### src/design/tmcs_pkg.sv
// ----------------------------------------------------------------------------
// tmcs_pkg: shared types and constants for the contrast stretch block
// Command codes, fixed field widths, parameter defaults and the control
// bundles passed between the sequencer, the histogram store and the divider.
// ----------------------------------------------------------------------------
`default_nettype none

package tmcs_pkg;

   localparam int PIX_W           = 8;
   localparam int CMD_W           = 2;
   localparam int QUOT_W          = 8;
   localparam int NUM_BINS        = 256;
   localparam int COUNT_WIDTH_DEF = 24;
   localparam int MAX_ROUNDS_DEF  = 64;

   localparam logic [PIX_W-1:0] FULL_SCALE = 8'd255;

   localparam logic [CMD_W-1:0] CMD_CLEAR = 2'd0;
   localparam logic [CMD_W-1:0] CMD_ACC   = 2'd1;
   localparam logic [CMD_W-1:0] CMD_SOLVE = 2'd2;
   localparam logic [CMD_W-1:0] CMD_MAP   = 2'd3;

   typedef struct packed {
      logic             clear;
      logic             rd_en;
      logic [PIX_W-1:0] rd_addr;
      logic             wr_en;
      logic [PIX_W-1:0] wr_addr;
   } hist_ctl_type;

   typedef struct packed {
      logic              done;
      logic [QUOT_W-1:0] quot;
   } div_res_type;

endpackage

`default_nettype wire

### src/design/tmcs_div.sv
// ----------------------------------------------------------------------------
// tmcs_div: shared restoring divider, one quotient bit per cycle
// Caller guarantees the quotient fits in QUOT_W bits (dividend < divisor
// shifted up by QUOT_W). Result is flagged by a one-cycle done pulse.
// ----------------------------------------------------------------------------
`default_nettype none

module tmcs_div import tmcs_pkg::*; #(
   parameter int DIVIDEND_W = COUNT_WIDTH_DEF + 16,
   parameter int DIVISOR_W  = COUNT_WIDTH_DEF + 8
) (
   input  wire logic                  clock,
   input  wire logic                  reset,
   input  wire logic                  start,
   input  wire logic [DIVIDEND_W-1:0] dividend,
   input  wire logic [DIVISOR_W-1:0]  divisor,
   output      div_res_type           res
);

   localparam int SH_W  = DIVISOR_W + QUOT_W - 1;
   localparam int CMP_W = (SH_W > DIVIDEND_W) ? SH_W : DIVIDEND_W;
   localparam int CNT_W = $clog2(QUOT_W);

   logic                  busy_ff, busy_in;
   logic                  done_ff, done_in;
   logic [CNT_W-1:0]      cnt_ff, cnt_in;
   logic [DIVIDEND_W-1:0] rem_ff, rem_in;
   logic [SH_W-1:0]       dsh_ff, dsh_in;
   logic [QUOT_W-1:0]     q_ff, q_in;

   logic [CMP_W-1:0] rem_x;
   logic [CMP_W-1:0] dsh_x;
   logic [CMP_W-1:0] diff;
   logic             ge;

   assign rem_x = CMP_W'(rem_ff);
   assign dsh_x = CMP_W'(dsh_ff);
   assign ge    = (rem_x >= dsh_x);
   assign diff  = rem_x - dsh_x;

   always_comb begin
      busy_in = busy_ff;
      done_in = 1'b0;
      cnt_in  = cnt_ff;
      rem_in  = rem_ff;
      dsh_in  = dsh_ff;
      q_in    = q_ff;
      if (start) begin
         busy_in = 1'b1;
         cnt_in  = CNT_W'(QUOT_W - 1);
         rem_in  = dividend;
         dsh_in  = {divisor, {(QUOT_W-1){1'b0}}};
         q_in    = '0;
      end else if (busy_ff) begin
         if (ge) begin
            rem_in = diff[DIVIDEND_W-1:0];
         end
         q_in   = {q_ff[QUOT_W-2:0], ge};
         dsh_in = dsh_ff >> 1;
         if (cnt_ff == '0) begin
            busy_in = 1'b0;
            done_in = 1'b1;
         end else begin
            cnt_in = cnt_ff - 1'b1;
         end
      end
   end

   always_ff @(posedge clock) begin
      if (reset) begin
         busy_ff <= 1'b0;
         done_ff <= 1'b0;
      end else begin
         busy_ff <= busy_in;
         done_ff <= done_in;
      end
      cnt_ff <= cnt_in;
      rem_ff <= rem_in;
      dsh_ff <= dsh_in;
      q_ff   <= q_in;
   end

   assign res.done = done_ff;
   assign res.quot = q_ff;

endmodule

`default_nettype wire

### config.mk
export PLATFORM = sky130hd
export DESIGN_NAME = tmcs_div
export DESIGN_NICKNAME = d
export VERILOG_FILES = /design/src/design/tmcs_pkg.sv /design/src/design/tmcs_div.sv
export SDC_FILE = /design/constraint.sdc
export NUM_CORES = 1
export LEC_CHECK = 0
export BUFFER_PORTS_ARGS = -buffer_cell sky130_fd_sc_hd__buf_2
export CAP_MARGIN = 20
export CORE_ASPECT_RATIO = 1.25
export CORE_MARGIN = 2
export CORE_UTILIZATION = 58
export CTS_CLUSTER_DIAMETER = 200
export DETAILED_ROUTE_END_ITERATION = 7
export GPL_ROUTABILITY_DRIVEN = 1
export GPL_TIMING_DRIVEN = 1
export PLACE_DENSITY = 0.83
export SKIP_CTS_REPAIR_TIMING = 1
export SYNTH_ARGS = -nofsm -noshare
export SYNTH_HDL_FRONTEND = slang
export SYNTH_SLANG_ARGS = --single-unit
### constraint.sdc
create_clock -name clock -period 8.25 [get_ports clock]
set_input_delay 2.475 -clock clock [delete_from_list [all_inputs] [get_ports clock]]
set_output_delay 2.475 -clock clock [all_outputs]
set_load 0.02 [all_outputs]
==> results.md, run 1 <==
- Status: finished, final reports clean
- Initial antenna violation count: 0
- NetSw: 0.713 mW
- CP max stage delay: 0.48 ns
- Max_cap viols: 0
- Cell taking the most area after synthesis: edfxtp_1
- Drt pass-1 iters: 5
- YS warnings: 0
- Routability congestion estimate: 0.908
- Multi-input gate area: 0.00322 sq mm
- Hold Startpoint: cnt_ff[1]$_SDFFE_PP1P_
- Crit path kind: input port to register
- Vias: 5208
- Row count: 41
- CTS buffer count: 9
- Num Clock Sinks: 92
- Gr usage total: 25.5%
- Worst Hold Depth: 2
- Pwr Density: 273 mW/mm^2
- CTS root buf: clkbuf_16
- Top cell type's share of synthesized area: 35.4%
- Sw Ratio: 38.0%
- Worst IR Drop VDD: 0.129 mV
- RR Endpoint: rem_ff[24]$_DFFE_PP_
- P_leak: 2.97 nW
- Startpoint Class: input port
- Post-detail-place hpwl: 10.3 mm
- Vias per cell: 6.06
- Critical path's slowest cell: buf_4
- Nets: 843
- Worst r2r src: rem_ff[0]$_DFFE_PP_
- Post-synthesis cell type count: 61
- Die height: 119 um
- CP Cell Sequence: buf_4 -> inv_1 -> o21ai_4 -> buf_4
- Synth Register Bits: 92
- P&R area growth vs syn: 12.5%
- R2R depth: 14
- Crit path capture type: register
- Final setup fails: 0
- Global-route wire length before repair: 23.0 mm
- Slew HR: 38.3%
- IO Pins: 84
- Chip width: 95.8 um
- Util after Layout: 67.7%
- Clock-pin transition on the worst setup and hold timing paths: 0.06 ns
- Internal: 1.16 mW
- Top Family by Delay on Critical Path: buffers and inverters
- Placement Setup Slack: 3.63 ns
- Skew-Pair Late Insertion Delay: 0.35 ns
- Total gr overflow: 0
- HP Class: register to register
- Worst setup path start: start
- Routed Wire Length: 14.1 mm
- Clk_skew: 0.00591 ns
- DRC: 0
- Fmax: 235 MHz
- Drt first-iter violations: 319
- Buffers on Ports: 83
- Area occupied by registers: 0.00256 sq mm
- Die area: 0.0114 sq mm
- Synthesized area: 0.00611 sq mm
- Hold endpoint: cnt_ff[1]$_SDFFE_PP1P_
- Asr flop ratio synth: 0%
- Most common cell after layout, fill and taps aside: nand2_1
- Critical path fanouts, max: 69
- Final max-slew violation count: 0
- Fin crit period: 4.25 ns
- CTS tree: yes
- Arrival @ worst endpoint: 4.25 ns
- Largest net degree at the start of global routing: 87
- Slew @ Worst Pin: 0.924 ns
- Comb pwr share: 45.4%
- Clk network pwr share: 20.5%
- Final period util: 51.5%
- Starting Density: 60.1%
- FF-to-FF setup slack: 4.52 ns
- # fillers: 823
- Vias in the first global route: 5094
- Setup TNS Final: 0 ns
- Antenna Violating Nets Remaining: 0
- CP dominant cell by count: buf_4
- Critical Path RT: 8.25 ns
- Top cells by area, synth: edfxtp_1 35%, ha_1 8.4%, dfxtp_1 6.6%
- Mapped Nets: 778
- RSZ-0062 raised after global routing: no
- Design Area, Final: 0.00687 sq mm
- # diodes: 0
- Post-Synthesis Cells: 661
- Post-synthesis sequential area ratio: 42.0%
- EDFF count, synth: 72
- Share of power burned in registers: 34.1%
- Wire per inst: 16.4 um
- Worst setup margin: 4.00 ns
- Share of cells above drive strength 1: 16.3%
- Commonest non-fill, non-tap cells in the layout: 93 x nand2_1, 82 x buf_2, 72 x edfxtp_1, 54 x inv_1, 47 x o21ai_0
- Synth Flop Type: edfxtp_1
- Core region area: 0.0102 sq mm
- Maximum buffer depth of the clock tree: 2
- Cell Area, Placed: 0.00659 sq mm
- Hold Vio Cnt, Final: 0
- WP buf/inv: 3
- Avg Inst Size Synth: 9.24 sq um
- H-tree lvl count: 3
synthesized netlist by cell type, drive strengths merged (3+ instances only):
cell and n:
and3 4, and2 3, inv 54, mux2i 16
o21a 5, xor2 14, xnor2 17, o31ai 35
nor3 4, nand2b 6, ha 41, a211o 4
a21o 19, nor2b 7, nand2 93, a211oi 5
clkbuf 27, nand3 7, o211ai 6, a31oi 4
edfxtp 72, a21oi 47, dfxtp 20, nor4 3
o21ai 54, nor2 42, nand4 9, o21bai 9
buf 6
tightest hold or removal path, stage by stage, from the launching register on:
cell and delay [ns]:
dfxtp_1 0.33, nand2_1 0.05, o211ai_1 0.08
layer usage:
| metal | up-vias | routed length (um) | GRT usage, % |
|---|---|---|---|
| met5 | - | 0 | 0 |
| met2 | 179 | 7320 | 43.9 |
| met4 | 0 | 315 | 9.73 |
| met3 | 27 | 758 | 4.53 |
| li1 | 2524 | - | - |
| met1 | 2478 | 5730 | 31.1 |
cell families after synthesis:
logic type	share of synthesized area, %
adder cells (fa/ha/maj)	8.73
AND/OR/NAND/NOR	13.6
multiplexers	2.99
flip-flops	42.0
AO/OA/AOI/OAI	22.8
buffers and inverters	5.53
XOR/XNOR	4.45
layout make-up:
| type | count | share of cell area (%) |
|---|---|---|
| Clock inverter | 3 | 0.200 |
| Inverter | 55 | 3.00 |
| Sequential cell | 92 | 37.3 |
| Multi-Input combinational cell | 481 | 46.8 |
| Clock buffer | 13 | 3.64 |
| Tap cell | 129 | 2.35 |
| Timing Repair Buffer | 87 | 6.70 |
metrics by stage:
step	hold WS [ns]	cells	power (mW)
3_3_place_gp	0.465	843	1.44
5_1_grt	0.535	860	1.99
3_5_place_dp	0.490	843	1.48
2_1_floorplan	0.455	661	1.30
4_1_cts	0.509	859	1.86
6_report	0.503	860	1.87
state kept, by name (all words and copies together) (netlist names):
register and cells:
busy_ff 1, cnt_ff 3, done_ff 1, dsh_ff 39, q_ff 8, rem_ff 40
worst max-delay path by stage:
stage                                 endpoint  slack (ns)  cells after the start
final                     rem_ff[24]$_DFFE_PP_        4.00                      4
after detailed placement  rem_ff[20]$_DFFE_PP_        3.63                      4
after global placement    rem_ff[17]$_DFFE_PP_        3.72                      4
after global routing      rem_ff[24]$_DFFE_PP_        3.87                      4
after floorplan            rem_ff[0]$_DFFE_PP_        2.75                     13
after CTS                 rem_ff[20]$_DFFE_PP_        4.01                      4
power groups by stage:
stage          clock network [mW]  logic, mW  registers [mW]
4_1_cts                     0.387      0.835           0.640
2_1_floorplan                   0      0.657           0.639
3_3_place_gp                    0      0.799           0.643
5_1_grt                     0.405      0.937           0.646
6_report                    0.384      0.852           0.639
3_5_place_dp                    0      0.828           0.650
Power figures use the tool's default switching activity.
==> run 2: changes to the inputs <==
--- a/config.mk
+++ b/config.mk
@@ -9,12 +9,12 @@
 export CAP_MARGIN = 20
 export CORE_ASPECT_RATIO = 1.25
 export CORE_MARGIN = 2
-export CORE_UTILIZATION = 58
+export CORE_UTILIZATION = 53
 export CTS_CLUSTER_DIAMETER = 200
 export DETAILED_ROUTE_END_ITERATION = 7
 export GPL_ROUTABILITY_DRIVEN = 1
 export GPL_TIMING_DRIVEN = 1
-export PLACE_DENSITY = 0.83
+export PLACE_DENSITY = 0.8
 export SKIP_CTS_REPAIR_TIMING = 1
 export SYNTH_ARGS = -nofsm -noshare
 export SYNTH_HDL_FRONTEND = slang
==> constraint.sdc (replaced) <==
create_clock -name clock -period 3.66 [get_ports clock]
set_input_delay 1.098 -clock clock [delete_from_list [all_inputs] [get_ports clock]]
set_output_delay 1.098 -clock clock [all_outputs]
set_load 0.02 [all_outputs]
==> results.md, run 2 (same netlist as run 1, synthesis figures left out) <==
- Placed cells: 854 (+1.3%)
- CP dominant cell by count: inv_1
- Row count: 43 (+4.9%)
- Die area: 0.0124 sq mm (+9.1%)
- Vias: 5125 (-1.6%)
- # diodes: 0 (unchanged)
- Clock-pin transition on the worst setup and hold timing paths: 0.06 ns (about the same)
- Nets: 848 (+0.59%)
- Crit path capture type: register
- Chip width: 100 um (+4.4%)
- Slew HR: 57.4% (+19 points)
- Final period util: 88.6%
- WP buf/inv: 3 (unchanged)
- Drt first-iter violations: 313 (-1.9%)
- P_leak: 3.02 nW (+1.4%)
- Grt met3 use: 3.76% (-0.77 points)
- Arrival @ worst endpoint: 3.34 ns (-0.91 ns)
- Buffers on Ports: 83 (unchanged)
- Largest net degree at the start of global routing: 72 (-17%)
- NetSw: 1.63 mW (+130%)
- Pwr Density: 619 mW/mm^2 (+130%)
- Num Clock Sinks: 92 (unchanged)
- RSZ-0062 raised after global routing: no
- Sw Ratio: 37.8% (-0.26 points)
- HP Class: register to register
- Worst setup margin: 0.416 ns (-3.58 ns)
- Startpoint Class: register
- Final setup fails: 0 (unchanged)
- Non-filler cells, final: 871 (+1.3%)
- Met2 Track Usage GR: 42.8% (-1.1 points)
- Regs by FF count: rem_ff (40), dsh_ff (39), q_ff (8)
- CTS root buf: clkbuf_16
- Vias per cell: 5.88 (-2.8%)
- Max_cap viols: 0 (unchanged)
- Post-detail-place hpwl: 10.6 mm (+3.3%)
- Global-route wire length before repair: 23.4 mm (+1.9%)
- Most common cell after layout, fill and taps aside: nand2_1
- Hold Vio Cnt, Final: 0 (unchanged)
- Comb pwr share: 45.3% (about the same)
- Final max-slew violation count: 0 (unchanged)
- Util after Layout: 62.2% (-5.5 points)
- Clk_skew: 0.00559 ns (-0.000311 ns)
- Initial antenna violation count: 0 (unchanged)
- Routed Wire Length: 14.5 mm (+2.9%)
- FF-to-FF setup slack: 0.42 ns (-4.10 ns)
- Slew @ Worst Pin: 0.638 ns (-0.285 ns)
- Met1 usage: 28.9% (-2.2 points)
- Top reg by flops: rem_ff
- Hold slack: 0.500 ns (-0.00223 ns)
- Total gr overflow: 0 (unchanged)
- CP max stage delay: 0.41 ns (-0.07 ns)
- Fmax: 308 MHz
- Setup TNS Final: 0 ns (unchanged)
- Fin crit period: 3.24 ns
- Wire per inst: 16.7 um (+1.6%)
- Placement Setup Slack: 0.109 ns (-3.52 ns)
- Starting Density: 54.6% (-5.6 points)
- CTS buffer count: 9 (unchanged)
- Maximum buffer depth of the clock tree: 2 (unchanged)
- Die height: 124 um (+4.5%)
- CP Cell Sequence: inv_1 -> ha_1 -> inv_1 -> fa_1 -> a21oi_1 -> o21ai_1 -> a21oi_2 -> a21oi_4 -> a31oi_2 -> o41ai_2 -> nor2_1 -> o31a_1 -> o21ai_4 -> buf_12
- Clk network pwr share: 21.3% (+0.8 points)
- Core region area: 0.0112 sq mm (+10%)
- Antenna Violating Nets Remaining: 0 (unchanged)
- Top Family by Delay on Critical Path: compound AO/OA/AOI/OAI gates
- H-tree lvl count: 3 (unchanged)
- Critical path's slowest cell: fa_1
- Share of power burned in registers: 33.4% (-0.7 points)
- Routability congestion estimate: 0.893 (-1.7%)
- Critical Path RT: 3.76 ns (-4.49 ns)
- P&R area growth vs syn: 13.9%
- Largest register FFs: 40 (unchanged)
- Internal: 2.68 mW (+130%)
- Drt pass-1 iters: 5 (unchanged)
- Layer carrying the most global-route usage: met2
- Worst IR Drop VDD: 0.264 mV (+110%)
- Status: finished, final reports clean
- Critical path fanouts, max: 23 (-67%)
- DRC: 0 (unchanged)
- Commonest non-fill, non-tap cells in the layout: 93 x nand2_1, 82 x buf_2, 72 x edfxtp_1, 54 x inv_1, 47 x o21ai_0
- CTS tree: yes
- Gr usage total: 23.7% (-1.8 points)
- IO Pins: 84 (unchanged)
- Vias in the first global route: 5004 (-1.8%)
- Crit path kind: register to register
- Skew-Pair Late Insertion Delay: 0.35 ns (about the same)
- Share of cells above drive strength 1: 17.1% (+0.84 points)
-- run 2: changes by cell type in the layout (fill, tap and decap cells not counted), sizes merged --
cell | before | now
buf | 87 | 92
clkinv | 4 | 3
inv | 54 | 55
-- run 2: power by group through the flow --
stage,Combinational [mW],Clock (mW),Sequential (mW)
after floorplan,1.49,0,1.44
after global placement,1.85,0,1.45
after detailed placement,1.89,0,1.46
after CTS,1.92,0.927,1.44
after global routing,2.16,0.965,1.45
final,1.95,0.918,1.44
-- run 2: cell type report --
cell class	instances	area, sq um
well taps	135	169
inverters	55	206
clock buffers	13	272
clock inverters	3	20.0
flip-flops and latches	92	2560
multi-input cells	481	3220
repair buffers	92	510
fillers	973	4230
-- run 2: path summary, 6_finish.rpt --
kind | startpoint | endpoint | cells past startpoint
worst min register to register | cnt_ff[1]$_SDFFE_PP1P_ | cnt_ff[1]$_SDFFE_PP1P_ | 2
worst max-delay path | rem_ff[0]$_DFFE_PP_ | rem_ff[3]$_DFFE_PP_ | 14
worst max register to register | rem_ff[0]$_DFFE_PP_ | rem_ff[3]$_DFFE_PP_ | 14
worst min-delay path | cnt_ff[1]$_SDFFE_PP1P_ | cnt_ff[1]$_SDFFE_PP1P_ | 2
-- run 2: stage by stage --
step                      instance area [sq um]  power [mW]
after global placement                     6650        3.29
after global routing                       6960        4.57
after CTS                                  6940        4.29
final                                      6960        4.30
after detailed placement                   6650        3.35
after floorplan                            6120        2.92
-- run 2: routing by layer --
metal | part of all wire [%] | vias to the layer above
li1 | - | 2523
met1 | 41 | 2370
met2 | 51 | 199
met3 | 6.2 | 33
met4 | 2.2 | 0
met5 | 0 | -
-- run 2: worst register-to-register path, cell delays in order (launching register included) --
cell and delay, ns:
edfxtp_1 0.38, inv_1 0.07, ha_1 0.17, inv_1 0.07
fa_1 0.41, a21oi_1 0.20, o21ai_1 0.11, a21oi_2 0.32
a21oi_4 0.12, a31oi_2 0.30, o41ai_2 0.12, nor2_1 0.17
o31a_1 0.24, o21ai_4 0.11, buf_12 0.22
